## src/sv/agc_pkg.sv

```systemverilog
// shared types, constants and helpers for the alignment gap compactor
// no dependencies; imported by every module of the block
package agc_pkg;

    localparam int unsigned MAX_LEN = 65536;
    localparam int unsigned POS_W   = 17;
    localparam int unsigned LBP_W   = $clog2(MAX_LEN);
    localparam int unsigned RUN_W   = 8;
    localparam int unsigned CHAR_W  = 8;

    localparam logic [POS_W-1:0] POS_LIMIT = POS_W'(MAX_LEN);
    localparam logic [POS_W-1:0] IDX_LIMIT = POS_W'(MAX_LEN - 1);
    localparam logic [RUN_W-1:0] RUN_LIMIT = {RUN_W{1'b1}};

    localparam logic [CHAR_W-1:0] CH_DASH  = 8'h2D;
    localparam logic [CHAR_W-1:0] CH_POINT = 8'h2E;
    localparam logic [CHAR_W-1:0] CH_LOW_A = 8'h61;
    localparam logic [CHAR_W-1:0] CH_LOW_Z = 8'h7A;
    localparam logic [CHAR_W-1:0] CASE_OFS = 8'h20;

    localparam logic KIND_BASE = 1'b0;
    localparam logic KIND_END  = 1'b1;

    // one result beat
    typedef struct packed {
        logic              kind;
        logic [CHAR_W-1:0] base_char;
        logic [POS_W-1:0]  comp_index;
        logic [POS_W-1:0]  expd_pos;
        logic [POS_W-1:0]  gaps_before;
        logic [RUN_W-1:0]  point_runs;
        logic              last_out;
    } rec_t;

    // record handoff between the step logic and the output register
    typedef struct packed {
        logic valid;
        rec_t rec;
    } rec_beat_t;

    function automatic logic [CHAR_W-1:0] to_upper(input logic [CHAR_W-1:0] c);
        logic [CHAR_W-1:0] r;
        r = c;
        if (c >= CH_LOW_A && c <= CH_LOW_Z)
        begin
            r = c - CASE_OFS;
        end
        return r;
    endfunction

endpackage

```

## src/sv/alignment_gap_compactor_top.sv

```systemverilog
// top level of the alignment gap compactor
// depends on agc_pkg, agc_step and agc_out_stage
//
// usage
//   input channel: one aligned character per beat (ch, last_in) on in_valid/in_ready;
//   last_in marks the final character of a sequence
//   output channel: record beats on out_valid/out_ready; kind 0 is a base record,
//   kind 1 the end record that closes a sequence; last_out flags the final
//   record caused by one input beat
//   '-' and '.' are gaps and give no record unless marked last
// path: a record is built from the input register and loaded into the result register;
//   the end record that follows a base marked last comes right after that base record
// throughput: one input beat per cycle while the output does not stall; a base marked last
//   yields two records and holds the input register until both are taken, one per output
//   beat, since the result register takes one record per cycle
// reset: asynchronous, active low; clears counters, run tracking and both
//   valid flags; sequence state also returns to zero after each end record
// stall: while out_ready is low the result register holds its record; the
//   input register still takes a beat if empty, and gap characters that are
//   not last pass through it without needing the output
module alignment_gap_compactor_top
    import agc_pkg::*;
(
    input  logic              clk,
    input  logic              rst_n,
    input  logic              in_valid,
    output logic              in_ready,
    input  logic [CHAR_W-1:0] ch,
    input  logic              last_in,
    output logic              out_valid,
    input  logic              out_ready,
    output logic              kind,
    output logic [CHAR_W-1:0] base_char,
    output logic [POS_W-1:0]  comp_index,
    output logic [POS_W-1:0]  expd_pos,
    output logic [POS_W-1:0]  gaps_before,
    output logic [RUN_W-1:0]  point_runs,
    output logic              last_out
);

    rec_beat_t beat;
    logic      beat_take;
    rec_t      rec;

    // character decode, sequence counters and record build
    agc_step u_step (
        .clk       (clk),
        .rst_n     (rst_n),
        .in_valid  (in_valid),
        .in_ready  (in_ready),
        .ch        (ch),
        .last_in   (last_in),
        .beat      (beat),
        .beat_take (beat_take)
    );

    // result register toward the receiver
    agc_out_stage u_out (
        .clk       (clk),
        .rst_n     (rst_n),
        .beat      (beat),
        .beat_take (beat_take),
        .out_valid (out_valid),
        .out_ready (out_ready),
        .rec       (rec)
    );

    assign kind        = rec.kind;
    assign base_char   = rec.base_char;
    assign comp_index  = rec.comp_index;
    assign expd_pos    = rec.expd_pos;
    assign gaps_before = rec.gaps_before;
    assign point_runs  = rec.point_runs;
    assign last_out    = rec.last_out;

    // an end record always closes the input beat that caused it
    a_end_is_last: assert property (@(posedge clk) disable iff (!rst_n)
        out_valid && kind == KIND_END |-> last_out)
        else $error("end record without last_out");

    // a base position never passes the saturation limit
    a_base_pos_range: assert property (@(posedge clk) disable iff (!rst_n)
        out_valid && kind == KIND_BASE |-> expd_pos <= IDX_LIMIT)
        else $error("base position beyond limit");

    // below the saturated position a base never has more bases before it than positions
    a_base_index: assert property (@(posedge clk) disable iff (!rst_n)
        out_valid && kind == KIND_BASE && expd_pos != IDX_LIMIT |-> comp_index <= expd_pos)
        else $error("base index exceeds position");

    // end record tail fits inside the sequence length and has no runs
    a_end_tail: assert property (@(posedge clk) disable iff (!rst_n)
        out_valid && kind == KIND_END |-> gaps_before <= expd_pos && point_runs == '0)
        else $error("end record tail out of range");

endmodule

```

## src/sv/agc_step.sv

```systemverilog
// input register, sequence state and per-character record logic
// depends on agc_pkg
module agc_step
    import agc_pkg::*;
(
    input  logic              clk,
    input  logic              rst_n,
    input  logic              in_valid,
    output logic              in_ready,
    input  logic [CHAR_W-1:0] ch,
    input  logic              last_in,
    output rec_beat_t         beat,
    input  logic              beat_take
);

    logic              s1_valid_reg, s1_valid_next;
    logic              phase_reg, phase_next;
    logic [CHAR_W-1:0] ch_reg;
    logic              last_reg;

    logic [POS_W-1:0]  base_count_reg, base_count_next;
    logic [POS_W-1:0]  position_reg, position_next;
    logic [LBP_W-1:0]  last_base_pos_reg, last_base_pos_next;
    logic              seen_base_reg, seen_base_next;
    logic              in_point_run_reg, in_point_run_next;
    logic [RUN_W-1:0]  run_count_reg, run_count_next;

    // state after applying the held character
    logic [POS_W-1:0]  u_base_count, u_position;
    logic [LBP_W-1:0]  u_last_base_pos;
    logic              u_seen_base, u_in_point_run;
    logic [RUN_W-1:0]  u_run_count;

    logic              is_dash, is_point, is_base;
    logic [POS_W-1:0]  idx, base_gaps;
    logic [POS_W-1:0]  e_count, e_pos, e_tail;
    logic [LBP_W-1:0]  e_lbp;
    logic              e_seen;
    logic              need_out, fire, release_s1, split;
    rec_t              base_rec, end_rec;

    assign is_dash  = (ch_reg == CH_DASH);
    assign is_point = (ch_reg == CH_POINT);
    assign is_base  = !is_dash && !is_point;
    assign idx      = (position_reg < POS_LIMIT) ? position_reg : IDX_LIMIT;

    always_comb
    begin
        u_base_count    = base_count_reg;
        u_position      = (position_reg < POS_LIMIT) ? position_reg + 1'b1 : position_reg;
        u_last_base_pos = last_base_pos_reg;
        u_seen_base     = seen_base_reg;
        u_in_point_run  = in_point_run_reg;
        u_run_count     = run_count_reg;
        if (is_dash)
        begin
            u_in_point_run = 1'b0;
        end
        else if (is_point)
        begin
            if (!in_point_run_reg)
            begin
                u_in_point_run = 1'b1;
                if (seen_base_reg && run_count_reg != RUN_LIMIT)
                begin
                    u_run_count = run_count_reg + 1'b1;
                end
            end
        end
        else
        begin
            if (base_count_reg < POS_LIMIT)
            begin
                u_base_count = base_count_reg + 1'b1;
            end
            u_last_base_pos = idx[LBP_W-1:0];
            u_seen_base     = 1'b1;
            u_in_point_run  = 1'b0;
            u_run_count     = '0;
        end
    end

    // gaps since the previous base, or since the sequence start before the first base
    always_comb
    begin
        if (!seen_base_reg)
        begin
            base_gaps = idx;
        end
        else if (idx > {1'b0, last_base_pos_reg})
        begin
            base_gaps = idx - {1'b0, last_base_pos_reg} - 1'b1;
        end
        else
        begin
            base_gaps = '0;
        end
    end

    // end record reads the state once the last character is applied
    assign e_count = phase_reg ? base_count_reg    : u_base_count;
    assign e_pos   = phase_reg ? position_reg      : u_position;
    assign e_lbp   = phase_reg ? last_base_pos_reg : u_last_base_pos;
    assign e_seen  = phase_reg ? seen_base_reg     : u_seen_base;
    assign e_tail  = e_seen ? e_pos - {1'b0, e_lbp} : '0;

    always_comb
    begin
        base_rec.kind        = KIND_BASE;
        base_rec.base_char   = to_upper(ch_reg);
        base_rec.comp_index  = base_count_reg;
        base_rec.expd_pos    = idx;
        base_rec.gaps_before = base_gaps;
        base_rec.point_runs  = run_count_reg;
        base_rec.last_out    = !last_reg;

        end_rec.kind         = KIND_END;
        end_rec.base_char    = '0;
        end_rec.comp_index   = e_count;
        end_rec.expd_pos     = e_pos;
        end_rec.gaps_before  = e_tail;
        end_rec.point_runs   = '0;
        end_rec.last_out     = 1'b1;
    end

    assign need_out   = phase_reg || is_base || last_reg;
    assign beat.valid = s1_valid_reg && need_out;
    assign beat.rec   = (phase_reg || !is_base) ? end_rec : base_rec;
    assign fire       = s1_valid_reg && (!need_out || beat_take);
    // base marked last holds the slot until its end record is taken
    assign split      = !phase_reg && is_base && last_reg;
    assign release_s1 = fire && !split;
    assign in_ready   = !s1_valid_reg || release_s1;

    always_comb
    begin
        s1_valid_next      = s1_valid_reg;
        phase_next         = phase_reg;
        base_count_next    = base_count_reg;
        position_next      = position_reg;
        last_base_pos_next = last_base_pos_reg;
        seen_base_next     = seen_base_reg;
        in_point_run_next  = in_point_run_reg;
        run_count_next     = run_count_reg;
        if (fire)
        begin
            if (phase_reg || last_reg && !split)
            begin
                base_count_next    = '0;
                position_next      = '0;
                last_base_pos_next = '0;
                seen_base_next     = 1'b0;
                in_point_run_next  = 1'b0;
                run_count_next     = '0;
                phase_next         = 1'b0;
            end
            else
            begin
                base_count_next    = u_base_count;
                position_next      = u_position;
                last_base_pos_next = u_last_base_pos;
                seen_base_next     = u_seen_base;
                in_point_run_next  = u_in_point_run;
                run_count_next     = u_run_count;
                phase_next         = split;
            end
        end
        if (release_s1)
        begin
            s1_valid_next = 1'b0;
        end
        if (in_valid && in_ready)
        begin
            s1_valid_next = 1'b1;
        end
    end

    always_ff @(posedge clk or negedge rst_n)
    begin
        if (!rst_n)
        begin
            s1_valid_reg      <= 1'b0;
            phase_reg         <= 1'b0;
            base_count_reg    <= '0;
            position_reg      <= '0;
            last_base_pos_reg <= '0;
            seen_base_reg     <= 1'b0;
            in_point_run_reg  <= 1'b0;
            run_count_reg     <= '0;
        end
        else
        begin
            s1_valid_reg      <= s1_valid_next;
            phase_reg         <= phase_next;
            base_count_reg    <= base_count_next;
            position_reg      <= position_next;
            last_base_pos_reg <= last_base_pos_next;
            seen_base_reg     <= seen_base_next;
            in_point_run_reg  <= in_point_run_next;
            run_count_reg     <= run_count_next;
        end
    end

    always_ff @(posedge clk)
    begin
        if (in_valid && in_ready)
        begin
            ch_reg   <= ch;
            last_reg <= last_in;
        end
    end

endmodule

```

## src/sv/agc_out_stage.sv

```systemverilog
// result register holding one record beat toward the receiver
// depends on agc_pkg
module agc_out_stage
    import agc_pkg::*;
(
    input  logic      clk,
    input  logic      rst_n,
    input  rec_beat_t beat,
    output logic      beat_take,
    output logic      out_valid,
    input  logic      out_ready,
    output rec_t      rec
);

    logic out_valid_reg, out_valid_next;
    rec_t rec_reg;
    logic load;

    assign beat_take = !out_valid_reg || out_ready;
    assign load      = beat.valid && beat_take;
    assign out_valid = out_valid_reg;
    assign rec       = rec_reg;

    always_comb
    begin
        out_valid_next = out_valid_reg;
        if (load)
        begin
            out_valid_next = 1'b1;
        end
        else if (out_ready)
        begin
            out_valid_next = 1'b0;
        end
    end

    always_ff @(posedge clk or negedge rst_n)
    begin
        if (!rst_n)
        begin
            out_valid_reg <= 1'b0;
        end
        else
        begin
            out_valid_reg <= out_valid_next;
        end
    end

    always_ff @(posedge clk)
    begin
        if (load)
        begin
            rec_reg <= beat.rec;
        end
    end

endmodule

```

## config.mk

```make
export PLATFORM = sky130hd
export DESIGN_NAME = alignment_gap_compactor_top
export DESIGN_NICKNAME = d
export VERILOG_FILES = /design/src/sv/agc_pkg.sv /design/src/sv/alignment_gap_compactor_top.sv /design/src/sv/agc_step.sv /design/src/sv/agc_out_stage.sv
export SDC_FILE = /design/constraint.sdc
export NUM_CORES = 1
export LEC_CHECK = 0
export ABC_AREA = 0
export BUFFER_PORTS_ARGS = -buffer_cell sky130_fd_sc_hd__buf_2
export CORE_MARGIN = 8
export CORE_UTILIZATION = 56
export CTS_BUF_LIST = sky130_fd_sc_hd__clkbuf_8
export CTS_CLUSTER_SIZE = 25
export DETAILED_ROUTE_END_ITERATION = 8
export GPL_TIMING_DRIVEN = 0
export PLACE_DENSITY = 0.76
export SKIP_LAST_GASP = 1
export SLEW_MARGIN = 20
export SYNTH_ARGS = -nofsm -noshare
export SYNTH_HDL_FRONTEND = slang
export SYNTH_SLANG_ARGS = --single-unit
```

## constraint.sdc

```tcl
create_clock -name clk -period 4.2 [get_ports clk]
set_input_delay 0.21 -clock clk [delete_from_list [all_inputs] [get_ports clk]]
set_output_delay 0.21 -clock clk [all_outputs]
set_load 0.01 [all_outputs]
```

==> impl_metrics.csv, run 1 <==
group,metric,value,unit
outcome,status,"finished, final reports clean",
floorplanning,ios,84,
timing,rsz0062_at_grt,"true",
worst_setup_path,worstPathRequired,4.40,ns
worst_setup_path,max_stage_delay,0.58,ns
yosys,synth.avg_cell_area,9.34,sq um
route,viasPerCell,6.02,
timing,fmax,245,MHz
worst_setup_path,r2r_slack,0.12,ns
floorplanning,start_util,56.5,%
clock_tree,cts_buffers,17,
worst_setup_path,cp_cell_sequence,"or4b_4 -> nor3_4 -> nor2_4 -> inv_2 -> clkbuf_2 -> nor2_1 -> a21o_1 -> ha_1 -> nand3_1 -> nor3_2 -> nor2_2 -> buf_4 -> o311ai_0 -> xnor2_1 -> o221ai_1",
yosys,yosys_warnings,0,
yosys,synth_ff_type,"edfxtp_1",
yosys,synth-xor-area-share,5.17,%
floorplanning,rows,45,
timing,timing.clock.skew,0.00813,ns
global_route,busiest_layer,"met2",
worst_setup_path,crit_path_end_kind,"flop",
yosys,synth.ff_latch_count,141,
timing,period_needed,4.08,ns
route,antenna_left,0,
global_route,grt_util_met3,5.16,%
clock_tree,clock-root-buffer,"clkbuf_8",
place,place_area,0.00916,sq mm
worst_setup_path,start_kind,"flop",
cells_and_area,n_antenna_cell,0,
timing,slew_headroom,52.5,%
cells_and_area,area.growth.synth_to_final,17.6,%
global_route,antenna_found_initial,0,
min_path,min_path_type,"input port to flop",
power_and_ir_drop,power_switching_share,37.9,%
yosys,netlist.area_leader.share,27.7,%
worst_setup_path,crit_arrival,4.28,ns
floorplanning,die-area,0.0193,sq mm
route,routedWlPerCell,19.0,um
yosys,synth_top_family_by_area,"compound AO/OA/AOI/OAI gates",
place,io_buffers,83,
yosys,synth_area_leaders,"edfxtp_1 (28%), dfrtp_1 (19%), ha_1 (5.6%)",
yosys,synth_compound_area_share,19.4,%
yosys,synthAdderAreaFrac,6.09,%
timing,final-hold-violation-count,0,
place,dp_hpwl,16.8,mm
global_route,grt_util_all_layers,24.1,%
worst_setup_path,slowest_stage,"or4b_4",
clock_tree,cts_num_sinks,141,
worst_setup_path,cp_max_fo,10,
run,maxCapViolCount,0,
yosys,synthMuxAreaShare,0.384,%
worst_setup_path,r2r_end,"u_out.rec[23]",
global_route,met1_usage,29.4,%
yosys,synthCells,906,
clock_tree,htree_levels,4,
cells_and_area,nNetsFinal,1092,
cells_and_area,n_fill_cell,1251,
floorplanning,fp.dieW,139,um
worst_setup_path,path_class,"flop to flop",
worst_setup_path,crit_end,"u_out.rec[23]",
timing,finalSetupViolations,0,
yosys,syn_nets,959,
power_and_ir_drop,p_clk_share,23.6,%
global_route,grt-ovfl-total,0,
route,drt_iter0_drc,671,
yosys,ys_seq_area_share,46.3,%
global_route,grt_max_degree,41,
power_and_ir_drop,p_comb_share,43.5,%
power_and_ir_drop,vdd_drop_max,341,uV
global_route,grt_pass1_wl,37.2,mm
worst_setup_path,crit_family,"simple AND/OR/NAND/NOR gates",
yosys,ys_types,70,
cells_and_area,fin_area,0.00996,sq mm
power_and_ir_drop,p_sw,2210,uW
clock_tree,clk_transition_reported_paths,0.08,ns
floorplanning,die_h,139,um
power_and_ir_drop,power.density,586,mW/mm^2
timing,post-route-period-util,97.1,%
place,dp.cells,1179,
place,globalplace.congestion,0.933,
worst_setup_path,reg2regPathDepth,15,
yosys,async_reset_ff_share,44.7,%
route,dr_total_vias,7463,
cells_and_area,largest_register_ffs,69,
floorplanning,core,0.0150,sq mm
power_and_ir_drop,p_int,3620,uW
clock_tree,clk_latency,0.47,ns
yosys,synth_area,0.00847,sq mm
cells_and_area,drive_gt1_share,15.3,%
cells_and_area,instances_no_fill,1240,
timing,tightest_slew,0.706,ns
yosys,yosys.area_share.simple,17.4,%
power_and_ir_drop,p_leak,0.00450,uW
worst_setup_path,r2r_start,"u_step.ch_reg[7]",
worst_setup_path,cp_num_buf_inv,3,
worst_setup_path,cp-startpoint,"u_step.ch_reg[7]",
route,wl,23.6,mm
clock_tree,cts_tree,"done",
yosys,synth_edf_count,78,
route,drc,0,
yosys,yosysTopAreaCell,"edfxtp_1",
timing,drv_slew,0,
power_and_ir_drop,p_seq_share,32.9,%
clock_tree,cts_buffer_depth,2,
global_route,grt_pass1_vias,7237,
worst_setup_path,cp.depth,15,
min_path,hold_depth,3,
global_route,gr-usage-met2,40.4,%
route,dr.pass1.iters,5,
-- cell families (layout without fill, tap and decap cells) --
group                    Yosys count  count (layout)
AO/OA/AOI/OAI                    249             249
XOR/XNOR                          50              50
adder cells (fa/ha/maj)           40              40
buffers and inverters            114             260
flip-flops                       141             141
multiplexers                       3               3
AND/OR/NAND/NOR                  309             309
-- synthesized netlist by cell type, types with 5 or more instances --
cell type / instances
dfrtp_1: 63
buf_2: 9
nand4_1: 14
o22a_1: 10
and2_1: 15
o31ai_1: 18
o21ai_0: 62
xnor2_1: 23
o21bai_1: 7
a221o_1: 6
nor3_1: 7
nor4_1: 6
a21oi_1: 54
inv_1: 50
edfxtp_1: 78
o21a_1: 8
a211oi_1: 8
nor2_1: 105
ha_1: 38
or3_1: 5
o221ai_1: 9
and3_1: 11
a31oi_1: 7
a21o_1: 20
o22ai_1: 8
xor2_1: 27
nand3_1: 29
nand2_1: 83
clkbuf_1: 49
nor2b_1: 8
nand2b_1: 8
-- worst min path at each step --
| stage | start | to | slack, ns |
|---|---|---|---|
| after global routing | out_ready | u_out.out_valid | 0.14 |
| after detailed placement | rst_n | u_step.base_count_reg[4] | 0.18 |
| final | out_ready | u_out.out_valid | 0.13 |
| after CTS | out_ready | u_out.out_valid | 0.11 |
| after global placement | ch[2] | u_step.ch_reg[2] | 0.39 |
| after floorplan | rst_n | u_out.out_valid | -0.09 |
-- per-stage QoR --
| stage | TNS [ns] | hold slack [ns] | total power (uW) | setup slack [ns] | utilization [%] |
|---|---|---|---|---|---|
| 2_1_floorplan | 0 | -0.0856 | 3490 | 0.226 | - |
| 3_3_place_gp | -3.02 | 0.388 | 4180 | -0.624 | 60.9 |
| 3_5_place_dp | -3.07 | 0.183 | 4210 | -0.630 | 61.2 |
| 4_1_cts | 0 | 0.115 | 5680 | 0.0255 | 65.5 |
| 5_1_grt | -0.162 | 0.143 | 6120 | -0.0864 | 66.5 |
| 6_report | 0 | 0.127 | 5830 | 0.120 | 66.5 |
-- power groups by stage --
| stage | combinational (uW) | sequential [uW] | clock [uW] |
|---|---|---|---|
| finish | 2540 | 1920 | 1380 |
| global route | 2740 | 1940 | 1440 |
| CTS | 2380 | 1910 | 1390 |
| detailed placement | 2260 | 1940 | 0 |
| global placement | 2240 | 1940 | 0 |
| floorplan | 1470 | 2020 | 0 |
-- cell usage in the layout (no fill, tap or decap), types with 11 or more instances in the layout --
cell type	instances
nand4_1	14
a21oi_1	54
and2_1	15
xor2_1	27
buf_2	88
clkbuf_1	46
dlygate4sd3_1	11
nor2_1	104
xnor2_1	23
ha_1	38
a21o_1	20
o31ai_1	18
dfrtp_1	63
buf_4	20
and3_1	11
inv_1	54
edfxtp_1	78
nand2_1	83
nand3_1	29
o21ai_0	62
clkbuf_8	18
-- what timing repair did --
action / in CTS / in global routing
pin swaps: 3 / 7
buffers inserted: 3 / 15
gates resized for setup: 7 / 12
endpoints found under the setup margin: 9 / 8
hold buffers: 11 / 0
endpoints found under the hold margin: 41 / 0
-- final cells by class --
type | count | area (sq um) | share of cell area (%)
clock buffer | 18 | 248 | 2.49
sequential | 141 | 3920 | 39.3
tap | 188 | 235 | 2.36
inverter | 52 | 198 | 1.98
timing repair buffer | 114 | 703 | 7.06
buffer | 62 | 282 | 2.83
clock inverter | 14 | 251 | 2.53
multi-input combinational | 651 | 4120 | 41.4
-- worst register-to-register path, stage by stage, from the launching register on --
cell	delay, ns
edfxtp_1	0.46
or4b_4	0.58
nor3_4	0.26
nor2_4	0.11
inv_2	0.11
clkbuf_2	0.29
nor2_1	0.11
a21o_1	0.17
ha_1	0.36
nand3_1	0.19
nor3_2	0.23
nor2_2	0.10
buf_4	0.16
o311ai_0	0.39
xnor2_1	0.16
o221ai_1	0.13
-- layer usage --
layer,wire length [um],up-vias
met1,9960,3608
li1,-,3524
met4,814,0
met2,11500,273
met5,0,-
met3,1330,58
Note: power is estimated with default switching activity, not from simulation.
==> run 2, diff against run 1 <==
==> constraint.sdc (replaced) <==
create_clock -name clk -period 4.2 [get_ports clk]
set_input_delay 0.84 -clock clk [delete_from_list [all_inputs] [get_ports clk]]
set_output_delay 0.84 -clock clk [all_outputs]
set_load 0.01 [all_outputs]
==> impl_metrics.csv, run 2 (synthesized netlist as in run 1, its figures left out) <==
group,metric,value,unit
global_route,grt_util_met3,5.23,%
power_and_ir_drop,p_leak,0.00446,uW
worst_setup_path,crit_arrival,4.27,ns
global_route,grt_pass1_wl,36.9,mm
route,antenna_left,0,
global_route,antenna_found_initial,0,
run,maxCapViolCount,0,
cells_and_area,drive_gt1_share,15.5,%
route,dr_total_vias,7404,
timing,final-hold-violation-count,0,
floorplanning,die-area,0.0193,sq mm
timing,setup_ws,0.121,ns
place,place_area,0.00916,sq mm
floorplanning,rows,45,
timing,rsz0062_at_grt,"true",
clock_tree,clock-root-buffer,"clkbuf_8",
route,wl,23.3,mm
clock_tree,htree_levels,4,
clock_tree,cts_buffers,17,
worst_setup_path,cp_num_buf_inv,3,
global_route,gr-usage-met2,40.0,%
worst_setup_path,crit_path_end_kind,"flop",
timing,period_needed,4.08,ns
timing,tightest_slew,0.682,ns
global_route,grt_pass1_vias,7205,
worst_setup_path,max_stage_delay,0.58,ns
timing,post-route-period-util,97.1,%
floorplanning,ios,84,
place,io_buffers,83,
timing,whs,0.313,ns
clock_tree,cts_buffer_depth,2,
route,viasPerCell,6.02,
route,dr.pass1.iters,5,
place,pre_cts_ws,-0.630,ns
timing,fmax,245,MHz
timing,timing.clock.skew,0.0101,ns
cells_and_area,final_util,65.8,%
cells_and_area,area.growth.synth_to_final,16.3,%
cells_and_area,multi_input_area,0.00412,sq mm
floorplanning,start_util,56.5,%
outcome,status,"finished, final reports clean",
cells_and_area,nNetsFinal,1081,
worst_setup_path,start_kind,"flop",
cells_and_area,final_cell_mix,"nor2_1 (104), buf_2 (88), nand2_1 (83)",
timing,slew_headroom,54.2,%
timing,finalSetupViolations,0,
floorplanning,fp.dieW,139,um
global_route,met1_usage,29.0,%
worst_setup_path,crit_family,"simple AND/OR/NAND/NOR gates",
worst_setup_path,cp_cell_sequence,"or4b_4 -> nor3_4 -> nor2_4 -> inv_2 -> clkbuf_2 -> nor2_1 -> a21o_1 -> ha_1 -> nand3_1 -> nor3_2 -> nor2_2 -> buf_4 -> o311ai_0 -> xnor2_1 -> o221ai_1",
clock_tree,cts_tree,"done",
cells_and_area,largest_register_ffs,69,
floorplanning,die_h,139,um
min_path,min_path_type,"input port to asynchronous set/reset pin",
floorplanning,core,0.0150,sq mm
route,drc,0,
power_and_ir_drop,vdd_drop_max,339,uV
worst_setup_path,slowest_stage,"or4b_4",
power_and_ir_drop,power.density,591,mW/mm^2
worst_setup_path,worstPathRequired,4.39,ns
clock_tree,clk_latency,0.46,ns
cells_and_area,n_fill_cell,1264,
global_route,grt-ovfl-total,0,
place,globalplace.congestion,0.933,
cells_and_area,regArea,0.00392,sq mm
cells_and_area,fin_area,0.00985,sq mm
global_route,grt_util_all_layers,23.9,%
timing,fin_setup_tns,0,ns
route,drt_iter0_drc,680,
place,dp_hpwl,16.8,mm
worst_setup_path,path_class,"flop to flop",
cells_and_area,layout_commonest_cell,"nor2_1",
clock_tree,cts_num_sinks,141,
timing,drv_slew,0,
clock_tree,clk_transition_reported_paths,0.08,ns
global_route,busiest_layer,"met2",
worst_setup_path,cp_max_fo,10,
cells_and_area,n_antenna_cell,0,
route,routedWlPerCell,19.0,um
global_route,grt_max_degree,41,
## run 2: cell types whose count changed in the layout (fill, tap and decap cells not counted)
| cell | delta |
|---|---|
| dlygate4sd3_1 | -11 |
## run 2: what timing repair did
item | 4_1_cts | 5_1_grt
resized for setup | 7 | 12
setup endpoints to repair | 9 | 8
endpoints found under the hold margin | 0 | 0
hold buffers | 0 | 0
setup buffers | 3 | 15
pin swaps | 3 | 7
## run 2: power breakdown
group / switching, uW / internal [uW] / leakage (uW)
logic: 1540 / 985 / 0.00258
clock network: 540 / 838 / 0.000262
registers: 123 / 1790 / 0.00162
total: 2200 / 3620 / 0.00446
## run 2: area by class of cell
cell class,count,share of cell area [%]
clock buffers,18,2.52
plain buffers,62,2.86
multi-input cells,651,41.9
repair buffers,103,6.02
clock inverters,14,2.55
flip-flops and latches,141,39.8
well taps,188,2.39
inverters,52,2.01
## run 2: worst reg2reg max path, delay by kind of cell (launching register included)
kind                     cells  cell delay [ns]
flip-flops                   1             0.45
buffers and inverters        3             0.56
XOR/XNOR                     1             0.16
AND/OR/NAND/NOR              7             1.59
AO/OA/AOI/OAI                3             0.69
adder cells (fa/ha/maj)      1             0.36
## run 2: per-stage QoR
step	std cells	total power, uW
2_1_floorplan	906	3490
3_3_place_gp	1177	4180
3_5_place_dp	1179	4210
4_1_cts	1214	5670
5_1_grt	1229	6110
6_report	1229	5820
## run 2: final timing paths
check                                            start                           end  slack, ns  cells after the start
max                                   u_step.ch_reg[7]                 u_out.rec[23]       0.12                     15
min                                              rst_n      u_step.base_count_reg[4]       0.31                      1
max reg2reg                           u_step.ch_reg[7]                 u_out.rec[23]       0.12                     15
min reg2reg                u_step.last_base_pos_reg[3]   u_step.last_base_pos_reg[3]       0.49                      1
max in group asynchronous                        rst_n  u_step.last_base_pos_reg[12]       3.34                      2
min in group clk           u_step.last_base_pos_reg[3]   u_step.last_base_pos_reg[3]       0.49                      1
## run 2: metal layers
layer | up-vias | routed length, um
met5 | - | 0
met4 | 0 | 862
met3 | 64 | 1460
met2 | 294 | 11300
met1 | 3539 | 9670
li1 | 3507 | -
==> run 3, diff against run 2 <==
--- a/config.mk
+++ b/config.mk
@@ -7,9 +7,12 @@
 export LEC_CHECK = 0
 export ABC_AREA = 0
 export BUFFER_PORTS_ARGS = -buffer_cell sky130_fd_sc_hd__buf_2
+export CAP_MARGIN = 0
+export CORE_ASPECT_RATIO = 0.7
 export CORE_MARGIN = 8
 export CORE_UTILIZATION = 56
 export CTS_BUF_LIST = sky130_fd_sc_hd__clkbuf_8
+export CTS_CLUSTER_DIAMETER = 40
 export CTS_CLUSTER_SIZE = 25
 export DETAILED_ROUTE_END_ITERATION = 8
 export GPL_TIMING_DRIVEN = 0
==> impl_metrics.csv, run 3 (synthesized netlist as in run 1, its figures left out) <==
group,metric,value,unit
floorplanning,core,0.0147,sq mm
outcome,status,"finished, final reports clean",
cells_and_area,n_antenna_cell,0,
cells_and_area,fin_area,0.00968,sq mm
cells_and_area,nNetsFinal,1074,
floorplanning,fp.dieW,163,um
clock_tree,hold_buffers,0,
clock_tree,cts_num_sinks,141,
clock_tree,htree_levels,4,
route,top_layer_used,"met4",
worst_setup_path,crit_family,"simple AND/OR/NAND/NOR gates",
global_route,grt_max_degree,53,
worst_setup_path,cp.depth,17,
worst_setup_path,crit_path_end_kind,"flop",
power_and_ir_drop,vdd_drop_max,421,uV
place,globalplace.congestion,0.947,
worst_setup_path,reg2regPathDepth,17,
cells_and_area,area.growth.synth_to_final,14.4,%
worst_setup_path,path_class,"flop to flop",
timing,finalSetupViolations,0,
clock_tree,clk_transition_reported_paths,0.09,ns
clock_tree,clock-root-buffer,"clkbuf_8",
worst_setup_path,cp-startpoint,"u_step.ch_reg[7]",
global_route,grt_util_all_layers,23.4,%
timing,whs,0.212,ns
worst_setup_path,worstPathRequired,4.39,ns
place,dp.cells,1186,
timing,fmax,244,MHz
route,m1WireLength,10.9,mm
floorplanning,rows,37,
floorplanning,die-area,0.0194,sq mm
power_and_ir_drop,power.density,559,mW/mm^2
power_and_ir_drop,p_leak,0.00435,uW
floorplanning,start_util,57.5,%
global_route,grt_pass1_vias,6763,
timing,slew_headroom,53.9,%
worst_setup_path,start_kind,"flop",
route,viasPerCell,6.06,
power_and_ir_drop,p_int,3200,uW
route,dr_total_vias,7453,
worst_setup_path,r2r_start,"u_step.ch_reg[7]",
power_and_ir_drop,p_seq_share,35.6,%
worst_setup_path,cp_num_buf_inv,5,
place,dp_hpwl,16.9,mm
cells_and_area,drive_gt1_share,15.6,%
timing,fin_setup_tns,0,ns
power_and_ir_drop,p_sw,2210,uW
floorplanning,die_h,119,um
run,maxCapViolCount,0,
power_and_ir_drop,p_clk_share,19.7,%
power_and_ir_drop,power_switching_share,40.8,%
timing,timing.clock.skew,0.0157,ns
cells_and_area,final_util,65.8,%
timing,drv_slew,0,
route,antenna_left,0,
clock_tree,cts_buffers,17,
clock_tree,cts_tree,"done",
cells_and_area,regArea,0.00392,sq mm
global_route,grt_pass1_wl,35.9,mm
timing,post-route-period-util,97.7,%
cells_and_area,layout_commonest_cell,"nor2_1",
cells_and_area,multi_input_area,0.00413,sq mm
timing,period_needed,4.10,ns
cells_and_area,final_cell_mix,"nor2_1 (104), buf_2 (89), nand2_1 (83)",
global_route,antenna_found_initial,0,
clock_tree,clk_latency,0.47,ns
worst_setup_path,path_common_cell,"buf_4",
route,wl,23.0,mm
min_path,min_path_type,"input port to asynchronous set/reset pin",
route,dr.pass1.iters,7,
place,io_buffers,83,
worst_setup_path,cp_max_fo,10,
route,wl_met3,2.50,mm
cells_and_area,instances_no_fill,1229,
timing,tightest_slew,0.686,ns
worst_setup_path,r2r_end,"u_out.rec[23]",
worst_setup_path,cp_cell_sequence,"or4b_4 -> nor3_4 -> nor2_4 -> inv_2 -> buf_4 -> buf_6 -> a21o_1 -> ha_1 -> inv_1 -> fa_2 -> a211oi_2 -> nor3_1 -> nor2_2 -> buf_4 -> o311ai_0 -> xnor2_1 -> o221ai_1",
place,place_area,0.00919,sq mm
route,routedWlPerCell,18.7,um
worst_setup_path,slowest_stage,"or4b_4",
cells_and_area,largest_register_ffs,69,
worst_setup_path,crit_end,"u_out.rec[23]",
power_and_ir_drop,p_comb_share,44.8,%
route,routed-wl-met2,9.40,mm
timing,final-hold-violation-count,0,
route,drc,0,
worst_setup_path,crit_arrival,4.30,ns
worst_setup_path,r2r_slack,0.1,ns
cells_and_area,n_fill_cell,1209,
route,drt_iter0_drc,810,
worst_setup_path,max_stage_delay,0.57,ns
global_route,grt-ovfl-total,0,
clock_tree,cts_buffer_depth,2,
floorplanning,ios,84,
run 3: cell types whose count changed in the layout (fill, tap and decap cells not counted), sizes merged:
cell	change
clkbuf	-2
buf	-7
clkinvlp	+4
nor2	+1
bufinv	-6
clkinv	+4
inv	-1
run 3: how the worst min path moves through the flow:
stage                                start                     endpoint  slack, ns  depth (start not counted)
2_1_floorplan      u_step.in_point_run_reg      u_step.in_point_run_reg       0.45                          2
3_3_place_gp       u_step.in_point_run_reg      u_step.in_point_run_reg       0.47                          2
3_5_place_dp   u_step.last_base_pos_reg[6]  u_step.last_base_pos_reg[6]       0.48                          1
4_1_cts                              rst_n  u_step.last_base_pos_reg[3]       0.20                          1
5_1_grt                              rst_n      u_step.run_count_reg[0]       0.21                          1
6_report                             rst_n  u_step.last_base_pos_reg[3]       0.21                          1
run 3: through the flow:
| stage | worst slack (ns) | total power (uW) |
|---|---|---|
| 2_1_floorplan | 0.226 | 3490 |
| 3_3_place_gp | -0.663 | 4170 |
| 3_5_place_dp | -0.647 | 4200 |
| 4_1_cts | 0.0228 | 5320 |
| 5_1_grt | -0.0322 | 5720 |
| 6_report | 0.0959 | 5410 |
run 3: cell type report:
cell class	count	area share, %
multi-input combinational	652	42.6
inverter	52	2.04
buffer	61	2.75
sequential	141	40.5
timing repair buffer	96	5.74
clock buffer	17	2.42
clock inverter	15	1.46
tap	195	2.52
run 3: power by group through the flow:
stage | Clock [uW] | Combinational, uW | Sequential, uW
2_1_floorplan | 0 | 1470 | 2020
3_3_place_gp | 0 | 2230 | 1940
3_5_place_dp | 0 | 2260 | 1940
4_1_cts | 1070 | 2340 | 1920
5_1_grt | 1120 | 2640 | 1950
6_report | 1060 | 2420 | 1920
run 3: layer usage:
metal	vias to the layer above	track usage (%)
li1	3506	-
met1	3542	35.9
met2	380	31.6
met3	25	7.09
met4	0	5.20
met5	-	0
run 3: what timing repair did:
item                                    CTS  global route
pin swaps                                 3             4
resized for setup                         6            11
cloned                                    0             1
endpoints found under the setup margin   10            10
buffers inserted                          3             8
